### src/rtl/core/vertex_cache_miss_counter_defines.svh
// Assertion macros for the vertex cache miss counter.
// Both expect signals named clk and rst in the scope of use.
`ifndef VERTEX_CACHE_MISS_COUNTER_DEFINES_SVH
`define VERTEX_CACHE_MISS_COUNTER_DEFINES_SVH

`ifndef ASSERT_OFF

`define VCMC_ASSERT_IMPLIES(name, ante, cons, msg) \
  name: assert property (@(posedge clk) disable iff (rst) (ante) |-> (cons)) \
    else $error(msg);

`define VCMC_ASSERT_NEXT(name, ante, cons, msg) \
  name: assert property (@(posedge clk) disable iff (rst) (ante) |=> (cons)) \
    else $error(msg);

`else

`define VCMC_ASSERT_IMPLIES(name, ante, cons, msg)

`define VCMC_ASSERT_NEXT(name, ante, cons, msg)

`endif

`endif

### src/rtl/core/vcmc_pkg.sv
package vcmc_pkg;

  localparam int VERTEX_W            = 16;
  localparam int STAMP_W             = 32;
  localparam int COUNT_W             = 32;
  localparam int CFG_DATA_W          = 6;
  localparam int CFG_INDEX_W         = 1;
  // Wide enough for a cell number at the largest supported cache size.
  localparam int IDX_FIELD_W         = 6;
  localparam int DEFAULT_MAX_ENTRIES = 32;

  localparam logic [CFG_INDEX_W-1:0] REG_CACHE_ENTRIES = 1'b0;
  localparam logic [CFG_INDEX_W-1:0] REG_LRU_MODE      = 1'b1;

  localparam logic [CFG_DATA_W-1:0]  CACHE_ENTRIES_RESET = 6'd32;
  localparam logic                   LRU_MODE_RESET      = 1'b1;

  // Lookup word as it travels down the row of cells.
  typedef struct packed {
    logic                   valid;
    logic [VERTEX_W-1:0]    vertex;
    logic                   found;
    logic [IDX_FIELD_W-1:0] hit_idx;
    logic                   have_best;
    logic [IDX_FIELD_W-1:0] best_idx;
    logic                   best_valid;
    logic [STAMP_W-1:0]     best_stamp;
  } probe_t;

  // Update broadcast to every cell.
  typedef struct packed {
    logic                   en;
    logic                   clear;
    logic [IDX_FIELD_W-1:0] idx;
    logic [VERTEX_W-1:0]    vertex;
    logic [STAMP_W-1:0]     stamp;
  } entry_wr_t;

  typedef enum logic [2:0] {
    ST_IDLE = 3'b001,
    ST_SCAN = 3'b010,
    ST_DONE = 3'b100
  } state_t;

  // An invalid entry ranks below every valid one; valid entries rank by stamp.
  function automatic logic ranks_below(input logic a_valid, input logic [STAMP_W-1:0] a_stamp,
                                       input logic b_valid, input logic [STAMP_W-1:0] b_stamp);
    logic below;
    if (!a_valid) begin
      below = b_valid;
    end else begin
      below = b_valid && (a_stamp < b_stamp);
    end
    return below;
  endfunction

endpackage

### src/rtl/core/vcmc_cell.sv
module vcmc_cell import vcmc_pkg::*; #(
  parameter int CELL_ID = 0
) (
  input  logic      clk,
  input  logic      rst,
  input  probe_t    probe_in,
  input  entry_wr_t wr,
  output probe_t    probe_out
);

  localparam logic [IDX_FIELD_W-1:0] SELF_ID = IDX_FIELD_W'(CELL_ID);

  logic [VERTEX_W-1:0] entry_vertex;
  logic                entry_valid;
  logic [STAMP_W-1:0]  entry_stamp;
  probe_t              probe_next;
  logic                wr_sel;

  assign wr_sel = wr.en && (wr.idx == SELF_ID);

  always_comb begin
    probe_next = probe_in;
    if (!probe_in.found && entry_valid && (entry_vertex == probe_in.vertex)) begin
      probe_next.found   = 1'b1;
      probe_next.hit_idx = SELF_ID;
    end
    // Strictly below keeps the lowest-numbered entry on a tie.
    if (!probe_in.have_best ||
        ranks_below(entry_valid, entry_stamp, probe_in.best_valid, probe_in.best_stamp)) begin
      probe_next.have_best  = 1'b1;
      probe_next.best_idx   = SELF_ID;
      probe_next.best_valid = entry_valid;
      probe_next.best_stamp = entry_stamp;
    end
  end

  always_ff @(posedge clk) begin
    if (rst) begin
      probe_out <= '0;
    end else begin
      probe_out <= probe_next;
    end
  end

  always_ff @(posedge clk) begin
    if (rst) begin
      entry_valid <= 1'b0;
    end else if (wr.clear) begin
      entry_valid <= 1'b0;
    end else if (wr_sel) begin
      entry_valid <= 1'b1;
    end
  end

  always_ff @(posedge clk) begin
    if (wr_sel) begin
      entry_vertex <= wr.vertex;
      entry_stamp  <= wr.stamp;
    end
  end

endmodule

### config.mk
export PLATFORM = sky130hd
export DESIGN_NAME = vcmc_cell
export DESIGN_NICKNAME = d
export VERILOG_FILES = /design/src/rtl/core/vertex_cache_miss_counter_defines.svh /design/src/rtl/core/vcmc_pkg.sv /design/src/rtl/core/vcmc_cell.sv
export SDC_FILE = /design/constraint.sdc
export NUM_CORES = 1
export LEC_CHECK = 0
export BUFFER_PORTS_ARGS = -buffer_cell sky130_fd_sc_hd__buf_2
export CAP_MARGIN = 10
export CORE_MARGIN = 3
export CORE_UTILIZATION = 40
export CTS_CLUSTER_SIZE = 8
export DETAILED_ROUTE_END_ITERATION = 7
export GPL_ROUTABILITY_DRIVEN = 0
export GPL_TIMING_DRIVEN = 0
export PLACE_DENSITY_LB_ADDON = 0.25
export SYNTH_ARGS = -nofsm -noshare
export SYNTH_HDL_FRONTEND = slang
export SYNTH_SLANG_ARGS = --single-unit
### constraint.sdc
create_clock -name clk -period 6.1 [get_ports clk]
set_clock_uncertainty 0.05 [all_clocks]
set_input_delay 0.305 -clock clk [delete_from_list [all_inputs] [get_ports clk]]
set_output_delay 0.305 -clock clk [all_outputs]
set_load 0.05 [all_outputs]
==> Implementation_results.wiki, run 1 <==
{| class="wikitable"
! Metric !! Value
|-
| Status || finished clean
|-
| Startpoint class of the critical path || register
|-
| DRC violations left || 0
|-
| Total of endpoints with negative setup slack in the final report || 0
|-
| Die height || 113.4 µm
|-
| Register share of total power || 0.390
|-
| Kind of critical path || register to register
|-
| Post-CTS Hold Buffers || 13
|-
| Post-Synthesis Net Count || 550
|-
| Core Region || 11030 µm²
|-
| Clock Power Share || 0.499
|-
| Critical R2R Launch || entry_stamp[7]
|-
| Post-layout net count || 770
|-
| Share of the cycle needed by the critical path after routing || 0.4344
|-
| Seq cells post-synth || 113
|-
| Initial antenna violation count || 0
|-
| Global route overflow || 0
|-
| Quantity of gates resized following cts || 0
|-
| DIE AREA || 12860 µm²
|-
| Worst Hold Class || input port to register
|-
| Number of synthesis warnings || 0
|-
| Worst path arrival time || 2.93 ns
|-
| Average wire per standard cell || 14.17 µm
|-
| Post-CTS setup buffer count || 0
|-
| Final setup TNS || 0 ns
|-
| Biggest fanout along the worst timing path || 10
|-
| Post-layout min period || 2.650 ns
|-
| Fraction of final layout cells with drive strength greater than 1 || 0.3540
|-
| Gate count after technology mapping || 397
|-
| Sort of element at the end of the critical path || register
|-
| Clock slew at the register clock pins of the worst setup and hold paths || 0.05 ns
|-
| Count of distinct cell types in the synthesized netlist || 35
|-
| Utilization after layout || 0.5921
|-
| Reported max-cap violation count || 0
|-
| Power spent charging and discharging nets || 0.4822 mW
|-
| Clock tree root driver cell || sky130_fd_sc_hd__clkbuf_16
|-
| Fmax || 0.3774 GHz
|-
| Area share of the leading cell type in the synthesized netlist || 0.3124
|-
| Per-instance average area after synthesis || 11.62 µm²
|-
| Clk Latency, worst-skew pair || 0.41 ns
|-
| DR vias/cell || 4.577
|-
| Final antenna diode count || 0
|-
| Setup repair after global routing missed its margin || false
|-
| Vias in the first global route || 3805
|-
| Routed via count || 3524
|-
| Die width || 113.4 µm
|-
| Buffer levels on the longest clock path || 2
|-
| Peak ir drop on the vdd network || 0.2522 mV
|-
| Worst relative slew slack || 0.3513
|-
| Library cell occupying the most area in the post-synthesis netlist || sky130_fd_sc_hd__edfxtp_1
|-
| # IOs || 186
|-
| Num CTS Buffers || 17
|-
| Number of slew-limit violations in the final report || 0
|-
| Post-synth design cell area || 4613 µm²
|-
| Internal portion of total power || 1.615 mW
|-
| Wire length of the first global-routing pass || 17.55 mm
|-
| CP startpoint || entry_stamp[7]
|-
| Predominant post-synthesis flop cell || sky130_fd_sc_hd__dfxtp_1
|-
| Hold Violations, Final || 0
|-
| Sequential cell area fraction in the yosys report || 0.5945
|-
| Area growth from synthesis to final layout || 41.58%
|-
| Placed instance area || 5766 µm²
|-
| Comb power frac || 0.111
|-
| Required arrival time at the worst endpoint || 6.38 ns
|-
| TritonCTS clock tree || built
|-
| Clock net sink count || 113
|-
| DP Wirelength || 8.320 mm
|-
| Hold path startpoint || wr[44]
|-
| Final routed wirelength across all metal layers || 10.91 mm
|-
| Initial core utilization || 0.4182
|-
| Post-synth EDFFs || 48
|-
| Remaining antenna violation count || 0
|-
| Pre-antenna DRT Iters || 4
|-
| Power consumption || 2.098 mW
|-
| Maximum level of the CTS H-tree || 4
|-
| Reported leakage power || 3.256 nW
|-
| Number of design-rule violations left by the first detailed-router iteration || 148
|-
| Top post-synthesis cells by area || sky130_fd_sc_hd__edfxtp_1 31%, sky130_fd_sc_hd__dfxtp_1 28%, sky130_fd_sc_hd__ha_1 8.4%
|-
| Slew of the pin with the lowest slew margin || 0.9658 ns
|-
| Power per cell area || 321.2 nW/µm²
|-
| Sw Share || 0.2299
|-
| Final design area excluding fillers || 6531 µm²
|-
| Overall fraction of global-route tracks in use || 0.1773
|-
| Maximum number of pins on one net before global-route repair || 17
|-
| Number of port buffers || 184
|-
| Async set-or-reset flop fraction in the synthesized netlist || 0
|-
| FP Rows || 38
|}
-- worst max-delay path: stages (launching register included) --
cell,delay (ns)
sky130_fd_sc_hd__edfxtp_1,0.38
sky130_fd_sc_hd__ha_1,0.31
sky130_fd_sc_hd__and3_1,0.20
sky130_fd_sc_hd__a221oi_1,0.30
sky130_fd_sc_hd__o31ai_1,0.13
sky130_fd_sc_hd__a211o_1,0.33
sky130_fd_sc_hd__a211oi_2,0.25
sky130_fd_sc_hd__buf_6,0.23
sky130_fd_sc_hd__buf_8,0.18
sky130_fd_sc_hd__mux2i_1,0.20
-- kinds of logic after synthesis --
| group | Yosys count | synth area share |
|---|---|---|
| multiplexers | 32 | 0.06943 |
| flip-flops | 113 | 0.5945 |
| XOR/XNOR | 16 | 0.03038 |
| buffers and inverters | 49 | 0.04773 |
| AO/OA/AOI/OAI | 26 | 0.03770 |
| adder cells (fa/ha/maj) | 31 | 0.08408 |
| AND/OR/NAND/NOR | 130 | 0.1362 |
-- layer usage --
metal / up-vias / global-route usage / routed length, µm
li1: 1795 / - / -
met1: 1585 / 0.1975 / 4458
met2: 124 / 0.3057 / 5507
met3: 20 / 0.06472 / 713
met4: 0 / 0.07532 / 230
met5: - / 0 / 0
-- cell type report --
type,count,area [µm²]
fillers,921,4499
flip-flops and latches,113,2743
multi-input cells,235,1665
repair buffers,201,1102
clock buffers,20,436.7
clock inverters,12,188.9
well taps,140,175.2
inverters,35,131.4
plain buffers,14,88.84
-- cell usage after synthesis, types with 9 or more instances --
cell and n:
sky130_fd_sc_hd__nand2_1 72, sky130_fd_sc_hd__inv_1 35, sky130_fd_sc_hd__ha_1 31, sky130_fd_sc_hd__nor2b_1 17, sky130_fd_sc_hd__mux2i_1 32, sky130_fd_sc_hd__a21oi_1 11, sky130_fd_sc_hd__dfxtp_1 65, sky130_fd_sc_hd__clkbuf_1 9
sky130_fd_sc_hd__edfxtp_1 48, sky130_fd_sc_hd__xor2_1 16
-- flip-flops by register name (all words and copies together), names as in the netlist --
| name | flops |
|---|---|
| entry_stamp | 32 |
| entry_valid | 1 |
| entry_vertex | 16 |
| probe_out | 64 |
-- placed cells by master (no fill, tap or decap), types with 2 or more instances in the layout --
| master | synthesis | layout |
|---|---|---|
| sky130_fd_sc_hd__nor3_1 | 4 | 4 |
| sky130_fd_sc_hd__clkbuf_1 | 9 | 12 |
| sky130_fd_sc_hd__buf_6 | 1 | 2 |
| sky130_fd_sc_hd__dlygate4sd3_1 | 0 | 14 |
| sky130_fd_sc_hd__xor2_1 | 16 | 16 |
| sky130_fd_sc_hd__nor2b_1 | 17 | 17 |
| sky130_fd_sc_hd__o21ai_0 | 4 | 4 |
| sky130_fd_sc_hd__nor2_1 | 6 | 6 |
| sky130_fd_sc_hd__a211oi_1 | 2 | 2 |
| sky130_fd_sc_hd__nor3b_1 | 6 | 6 |
| sky130_fd_sc_hd__dfxtp_1 | 65 | 65 |
| sky130_fd_sc_hd__nor4_1 | 6 | 5 |
| sky130_fd_sc_hd__nand2_1 | 72 | 72 |
| sky130_fd_sc_hd__a221oi_1 | 2 | 2 |
| sky130_fd_sc_hd__bufinv_16 | 0 | 5 |
| sky130_fd_sc_hd__nand4_1 | 6 | 6 |
| sky130_fd_sc_hd__and2_1 | 6 | 6 |
| sky130_fd_sc_hd__buf_8 | 1 | 3 |
| sky130_fd_sc_hd__ha_1 | 31 | 31 |
| sky130_fd_sc_hd__a21oi_1 | 11 | 11 |
| sky130_fd_sc_hd__inv_1 | 35 | 35 |
| sky130_fd_sc_hd__clkbuf_16 | 0 | 17 |
| sky130_fd_sc_hd__a21o_1 | 2 | 2 |
| sky130_fd_sc_hd__nand3_1 | 3 | 3 |
| sky130_fd_sc_hd__mux2i_1 | 32 | 32 |
| sky130_fd_sc_hd__edfxtp_1 | 48 | 48 |
| sky130_fd_sc_hd__clkinv_1 | 0 | 2 |
| sky130_fd_sc_hd__clkinv_2 | 0 | 3 |
| sky130_fd_sc_hd__buf_2 | 1 | 185 |
-- power groups by stage --
stage,Clock (mW),Sequential [mW],Combinational [mW]
after global placement,0,0.833,0.223
after floorplan,0,0.910,0.0675
after CTS,1.07,0.818,0.235
after global routing,1.11,0.819,0.254
after detailed placement,0,0.833,0.228
final,1.05,0.818,0.233
-- worst paths after layout --
path	end	slack, ns	cells after the start
worst max-delay path	probe_out[7]	3.45	9
worst min-delay path	entry_vertex[12]	0.03	1
worst max register to register	probe_out[7]	3.45	9
worst min register to register	probe_out[32]	0.43	2
-- metrics by stage --
stage                     setup slack, ns  hold slack, ns  instances
after CTS                           3.431       0.0003227        769
after global routing                3.187       0.0009818        770
after detailed placement            3.381          0.4253        724
after floorplan                     1.916          0.3318        397
after global placement             0.4986          0.4199        721
final                               3.450         0.02594        770
Note: power is estimated with default switching activity, not from simulation.
==> inputs of run 2 (changes only) <==
==> constraint.sdc (replaced) <==
create_clock -name clk -period 2.47 [get_ports clk]
set_clock_uncertainty 0.05 [all_clocks]
set_input_delay 0.1235 -clock clk [delete_from_list [all_inputs] [get_ports clk]]
set_output_delay 0.1235 -clock clk [all_outputs]
set_load 0.05 [all_outputs]
==> Implementation_results.wiki, run 2 (synthesis results as in run 1) <==
{| class="wikitable"
! Metric !! Value
|-
| Number of inserted filler cells in the final layout || 825
|-
| Final instance count without filler cells || 876
|-
| Final antenna diode count || 0
|-
| DIE AREA || 12860 µm²
|-
| Clock slew at the register clock pins of the worst setup and hold paths || 0.05 ns
|-
| Largest registers ranked by flip-flop count || probe_out: 64 flops, entry_stamp: 32 flops, entry_vertex: 16 flops
|-
| Leading cell types in the layout, fill and taps excluded || 184 x sky130_fd_sc_hd__buf_2, 114 x sky130_fd_sc_hd__dlygate4sd3_1, 72 x sky130_fd_sc_hd__nand2_1
|-
| Startpoint class of the critical path || register
|-
| Pre-antenna DRT Iters || 4
|-
| Worst path arrival time || 2.79 ns
|-
| Clk Latency, worst-skew pair || 0.41 ns
|-
| Category of cells accounting for the largest share of critical-path delay || compound AO/OA/AOI/OAI gates
|-
| Final setup TNS || -0.1716 ns
|-
| Flip-flop count of the largest register, all copies and words added || 64
|-
| Hold path startpoint || wr[49]
|-
| DR vias/cell || 4.591
|-
| Fmax || 0.3974 GHz
|-
| Status || complete, but fails checks
|-
| Total of endpoints with negative setup slack in the final report || 8
|-
| Power per cell area || 657.2 nW/µm²
|-
| Required arrival time at the worst endpoint || 2.74 ns
|-
| Sort of element at the end of the critical path || register
|-
| # IOs || 186
|-
| Initial core utilization || 0.4182
|-
| Biggest fanout along the worst timing path || 6
|-
| Wire length of the first global-routing pass || 19.71 mm
|-
| Post-layout net count || 876
|-
| Maximum level of the CTS H-tree || 4
|-
| Placed instance count || 724
|-
| Slack of the worst reg-to-reg path || -0.05 ns
|-
| Area growth from synthesis to final layout || 64.31%
|-
| Hold_ws || 0.03151 ns
|-
| Worst relative slew slack || 0.5302
|-
| Maximum single-stage delay on the critical path || 0.40 ns
|-
| DRC violations left || 0
|-
| DP Wirelength || 8.190 mm
|-
| Number of slew-limit violations in the final report || 0
|-
| Worst Hold Class || input port to register
|-
| Clock net sink count || 113
|-
| Ordered cell list for the critical path || ha_1 > and3_4 > a221oi_2 > o31ai_1 > a211o_1 > a211oi_2 > buf_6 > buf_8 > mux2i_2
|-
| Critical R2R Launch || entry_stamp[5]
|-
| Maximum number of pins on one net before global-route repair || 17
|-
| Post-layout min period || 2.517 ns
|-
| Largest reg by FF count || probe_out
|-
| Fraction of final layout cells with drive strength greater than 1 || 0.3247
|-
| Core Region || 11030 µm²
|-
| Routed via count || 4022
|-
| FP Rows || 38
|-
| Initial antenna violation count || 0
|-
| Number of port buffers || 184
|-
| Buffer levels on the longest clock path || 2
|-
| WP buf/inv || 2
|-
| Kind of critical path || register to register
|-
| PnR worst setup slack || -0.04663 ns
|-
| Reported leakage power || 3.666 nW
|-
| Most frequent standard cell in the layout excluding fill and tap cells || sky130_fd_sc_hd__buf_2
|-
| Die height || 113.4 µm
|-
| Final routed wirelength across all metal layers || 12.75 mm
|-
| Average wire per standard cell || 14.55 µm
|-
| Num CTS Buffers || 17
|-
| Setup repair after global routing missed its margin || true
|-
| Hold Violations, Final || 0
|-
| Global route overflow || 0
|-
| Peak ir drop on the vdd network || 0.5586 mV
|-
| Die width || 113.4 µm
|-
| Slew of the pin with the lowest slew margin || 0.6995 ns
|-
| Clock tree root driver cell || sky130_fd_sc_hd__clkbuf_16
|-
| Number of design-rule violations left by the first detailed-router iteration || 217
|-
| Violated checks || setup timing
|-
| Overall fraction of global-route tracks in use || 0.1997
|-
| Vias in the first global route || 4220
|-
| Remaining antenna violation count || 0
|-
| Share of the cycle needed by the critical path after routing || 1.019
|-
| TritonCTS clock tree || built
|-
| CP startpoint || entry_stamp[5]
|-
| Reported max-cap violation count || 0
|-
| CP max-delay cell || sky130_fd_sc_hd__edfxtp_1
|}
[run 2: final cells by class]
cell class,count,area (µm²),share of cell area
Clock inverter,11,90.09,0.01189
Timing Repair Buffer,308,2180,0.2876
Tap cell,140,175.2,0.02311
Sequential cell,113,2743,0.3618
Multi-Input combinational cell,235,1722,0.2271
Inverter,35,131.4,0.01733
Buffer,13,88.84,0.01172
Clock buffer,21,450.4,0.05943
[run 2: worst paths after layout]
| path | to | cells after the start |
|---|---|---|
| setup / recovery | probe_out[5] | 9 |
| hold / removal | entry_vertex[10] | 2 |
| setup reg to reg | probe_out[5] | 9 |
| hold reg to reg | entry_valid | 2 |
[run 2: stage by stage]
stage	setup slack [ns]	util	power (mW)	instance area [µm²]
finish	-0.04663	0.6872	4.981	7580
global route	-0.1198	0.6872	5.196	7580
CTS	-0.1246	0.6842	5.021	7547
detailed placement	-0.2273	0.5227	2.619	5766
global placement	-1.165	0.5193	2.609	5728
floorplan	-0.3056	-	2.415	4632
[run 2: what timing repair did]
| item | in CTS | in global routing |
|---|---|---|
| hold endpoints to repair | 120 | 0 |
| hold buffers | 114 | 0 |
| setup endpoints to repair | 38 | 38 |
| buffers inserted | 4 | 2 |
| pin swaps | 6 | 3 |
| cloned | 1 | 0 |
| resized for setup | 9 | 6 |
[run 2: layer usage]
metal	wire length (µm)	vias up	global-route usage
li1	-	2009	-
met3	630	25	0.05464
met2	6678	126	0.3531
met5	0	-	0
met4	296	0	0.09215
met1	5145	1862	0.2235
[run 2: where the power goes]
group          switching (mW)  internal [mW]  leakage [nW]
Clock                   0.833           1.39         0.258
Combinational           0.406          0.327          2.44
Sequential             0.0156           2.01         0.972
Total                    1.25           3.73          3.67
==> inputs of run 3 (changes only) <==
--- a/config.mk
+++ b/config.mk
@@ -17,3 +17,4 @@
 export SYNTH_ARGS = -nofsm -noshare
 export SYNTH_HDL_FRONTEND = slang
 export SYNTH_SLANG_ARGS = --single-unit
+export TNS_END_PERCENT = 5
==> Implementation_results.wiki, run 3 (synthesis results as in run 1) <==
{| class="wikitable"
! Metric !! Value
|-
| Die width || 113.4 µm
|-
| Final setup TNS || -0.03470 ns
|-
| Comb power frac || 0.138
|-
| Reported max-cap violation count || 0
|-
| Area growth from synthesis to final layout || 64.28%
|-
| Remaining antenna violation count || 0
|-
| Sort of element at the end of the critical path || register
|-
| DR vias/cell || 4.507
|-
| Power spent charging and discharging nets || 1.270 mW
|-
| Buffer levels on the longest clock path || 2
|-
| Violated checks || setup timing
|-
| Worst path arrival time || 2.76 ns
|-
| Critical R2R Launch || entry_stamp[7]
|-
| Critical register-to-register path endpoint || probe_out[13]
|-
| Utilization after layout || 0.6870
|-
| Clock Power Share || 0.474
|-
| Largest registers ranked by flip-flop count || probe_out: 64 flops, entry_stamp: 32 flops, entry_vertex: 16 flops
|-
| Power per cell area || 686.4 nW/µm²
|-
| Clk Latency, worst-skew pair || 0.41 ns
|-
| Worst-case hold path end point || entry_stamp[6]
|-
| Most frequent standard cell in the layout excluding fill and tap cells || sky130_fd_sc_hd__buf_2
|-
| Average wire per standard cell || 14.50 µm
|-
| Power consumption || 5.202 mW
|-
| Flip-flop count of the largest register, all copies and words added || 64
|-
| Share of the cycle needed by the critical path after routing || 1.008
|-
| Num CTS Buffers || 17
|-
| DP Wirelength || 8.207 mm
|-
| Worst relative slew slack || 0.4024
|-
| Reported leakage power || 3.676 nW
|-
| Final design area excluding fillers || 7579 µm²
|-
| Routed via count || 3930
|-
| Number of port buffers || 184
|-
| Register share of total power || 0.389
|-
| Biggest fanout along the worst timing path || 10
|-
| Number of design-rule violations left by the first detailed-router iteration || 200
|-
| Total of endpoints with negative setup slack in the final report || 2
|-
| Sw Share || 0.2441
|-
| Global route overflow || 0
|-
| Pre-antenna DRT Iters || 4
|-
| Worst Reg-to-Reg Cells || 9
|-
| Largest reg by FF count || probe_out
|-
| Clock tree root driver cell || sky130_fd_sc_hd__clkbuf_16
|-
| # IOs || 186
|-
| TritonCTS clock tree || built
|-
| Hold path startpoint || wr[51]
|-
| Final routed wirelength across all metal layers || 12.64 mm
|-
| Number of slew-limit violations in the final report || 0
|-
| FP Rows || 38
|-
| Worst Hold Class || input port to register
|-
| Peak ir drop on the vdd network || 0.5589 mV
|-
| Hold path depth || 2
|-
| Wire length of the first global-routing pass || 20.02 mm
|-
| DRC violations left || 0
|-
| Initial core utilization || 0.4182
|-
| Slack of the worst reg-to-reg path || -0.02 ns
|-
| Hold Violations, Final || 0
|-
| Clock net sink count || 113
|-
| Die height || 113.4 µm
|-
| Core Region || 11030 µm²
|-
| Post-layout net count || 872
|-
| Maximum level of the CTS H-tree || 4
|-
| Dpl ws || -0.1750 ns
|-
| Placed instance area || 5769 µm²
|-
| Overall fraction of global-route tracks in use || 0.2031
|-
| Setup repair after global routing missed its margin || true
|-
| Kind of critical path || register to register
|-
| DIE AREA || 12860 µm²
|-
| Initial antenna violation count || 0
|-
| Fmax || 0.4015 GHz
|-
| PnR worst setup slack || -0.02068 ns
|-
| Final antenna diode count || 0
|-
| Internal portion of total power || 3.932 mW
|-
| Vias in the first global route || 4177
|-
| Fraction of final layout cells with drive strength greater than 1 || 0.3183
|-
| CP startpoint || entry_stamp[7]
|-
| Leading cell types in the layout, fill and taps excluded || 184 x sky130_fd_sc_hd__buf_2, 113 x sky130_fd_sc_hd__dlygate4sd3_1, 72 x sky130_fd_sc_hd__nand2_1
|-
| Clock slew at the register clock pins of the worst setup and hold paths || 0.05 ns
|-
| Maximum number of pins on one net before global-route repair || 17
|-
| Status || complete, but fails checks
|-
| Required arrival time at the worst endpoint || 2.74 ns
|-
| Post-layout min period || 2.491 ns
|-
| Slew of the pin with the lowest slew margin || 0.8896 ns
|-
| Startpoint class of the critical path || register
|}
run 3: cell types whose count changed in the layout (fill, tap and decap cells not counted), sizes merged:
cell	before	now
inv	35	36
clkbuf	30	29
bufinv	1	3
clkinv	6	7
clkinvlp	4	2
dlygate4sd3	114	113
buf	198	194
run 3: worst max-delay path by stage:
stage / end / slack, ns
after floorplan: entry_stamp[0] / -0.31
after global placement: entry_stamp[22] / -1.16
after detailed placement: probe_out[11] / -0.17
after CTS: probe_out[11] / -0.05
after global routing: probe_out[13] / -0.1
final: probe_out[13] / -0.02
run 3: layout make-up:
type	count	area, µm²
inverter	35	131.4
fill	792	3452
clock inverter	13	161.4
timing repair buffer	303	2120
multi-input combinational	235	1709
sequential	113	2743
clock buffer	19	442.9
tap	140	175.2
buffer	14	96.34
run 3: worst max-delay path, stage by stage (launching register included):
cell	delay [ns]
sky130_fd_sc_hd__edfxtp_1	0.43
sky130_fd_sc_hd__ha_4	0.24
sky130_fd_sc_hd__and3_4	0.18
sky130_fd_sc_hd__a221oi_2	0.26
sky130_fd_sc_hd__o31ai_1	0.12
sky130_fd_sc_hd__a211o_1	0.32
sky130_fd_sc_hd__a211oi_2	0.25
sky130_fd_sc_hd__buf_6	0.17
sky130_fd_sc_hd__buf_12	0.15
sky130_fd_sc_hd__mux2i_1	0.22
run 3: through the flow:
step,hold slack [ns],std cells
6_report,0.03844,872
5_1_grt,0.02566,872
3_3_place_gp,0.2379,721
3_5_place_dp,0.2399,724
2_1_floorplan,0.1503,397
4_1_cts,0.01202,871
run 3: power by group through the flow:
| stage | Combinational [mW] | Clock, mW | Sequential (mW) |
|---|---|---|---|
| after floorplan | 0.167 | 0 | 2.25 |
| after CTS | 0.711 | 2.52 | 2.02 |
| after global placement | 0.553 | 0 | 2.06 |
| final | 0.715 | 2.47 | 2.02 |
| after global routing | 0.772 | 2.61 | 2.03 |
| after detailed placement | 0.561 | 0 | 2.06 |
run 3: per-layer routing:
| metal | global-route usage | vias to the layer above | part of all wire |
|---|---|---|---|
| li1 | - | 2009 | - |
| met1 | 0.2265 | 1763 | 0.41 |
| met2 | 0.3630 | 129 | 0.52 |
| met3 | 0.04828 | 29 | 0.051 |
| met4 | 0.09936 | 0 | 0.026 |
| met5 | 0 | - | 0 |
run 3: repair_timing:
item,in CTS,in global routing
pin swaps,2,2
hold endpoints to repair,112,0
cloned,0,0
setup buffers,2,1
resized for setup,6,2
endpoints found under the setup margin,34,38
hold buffers,113,0
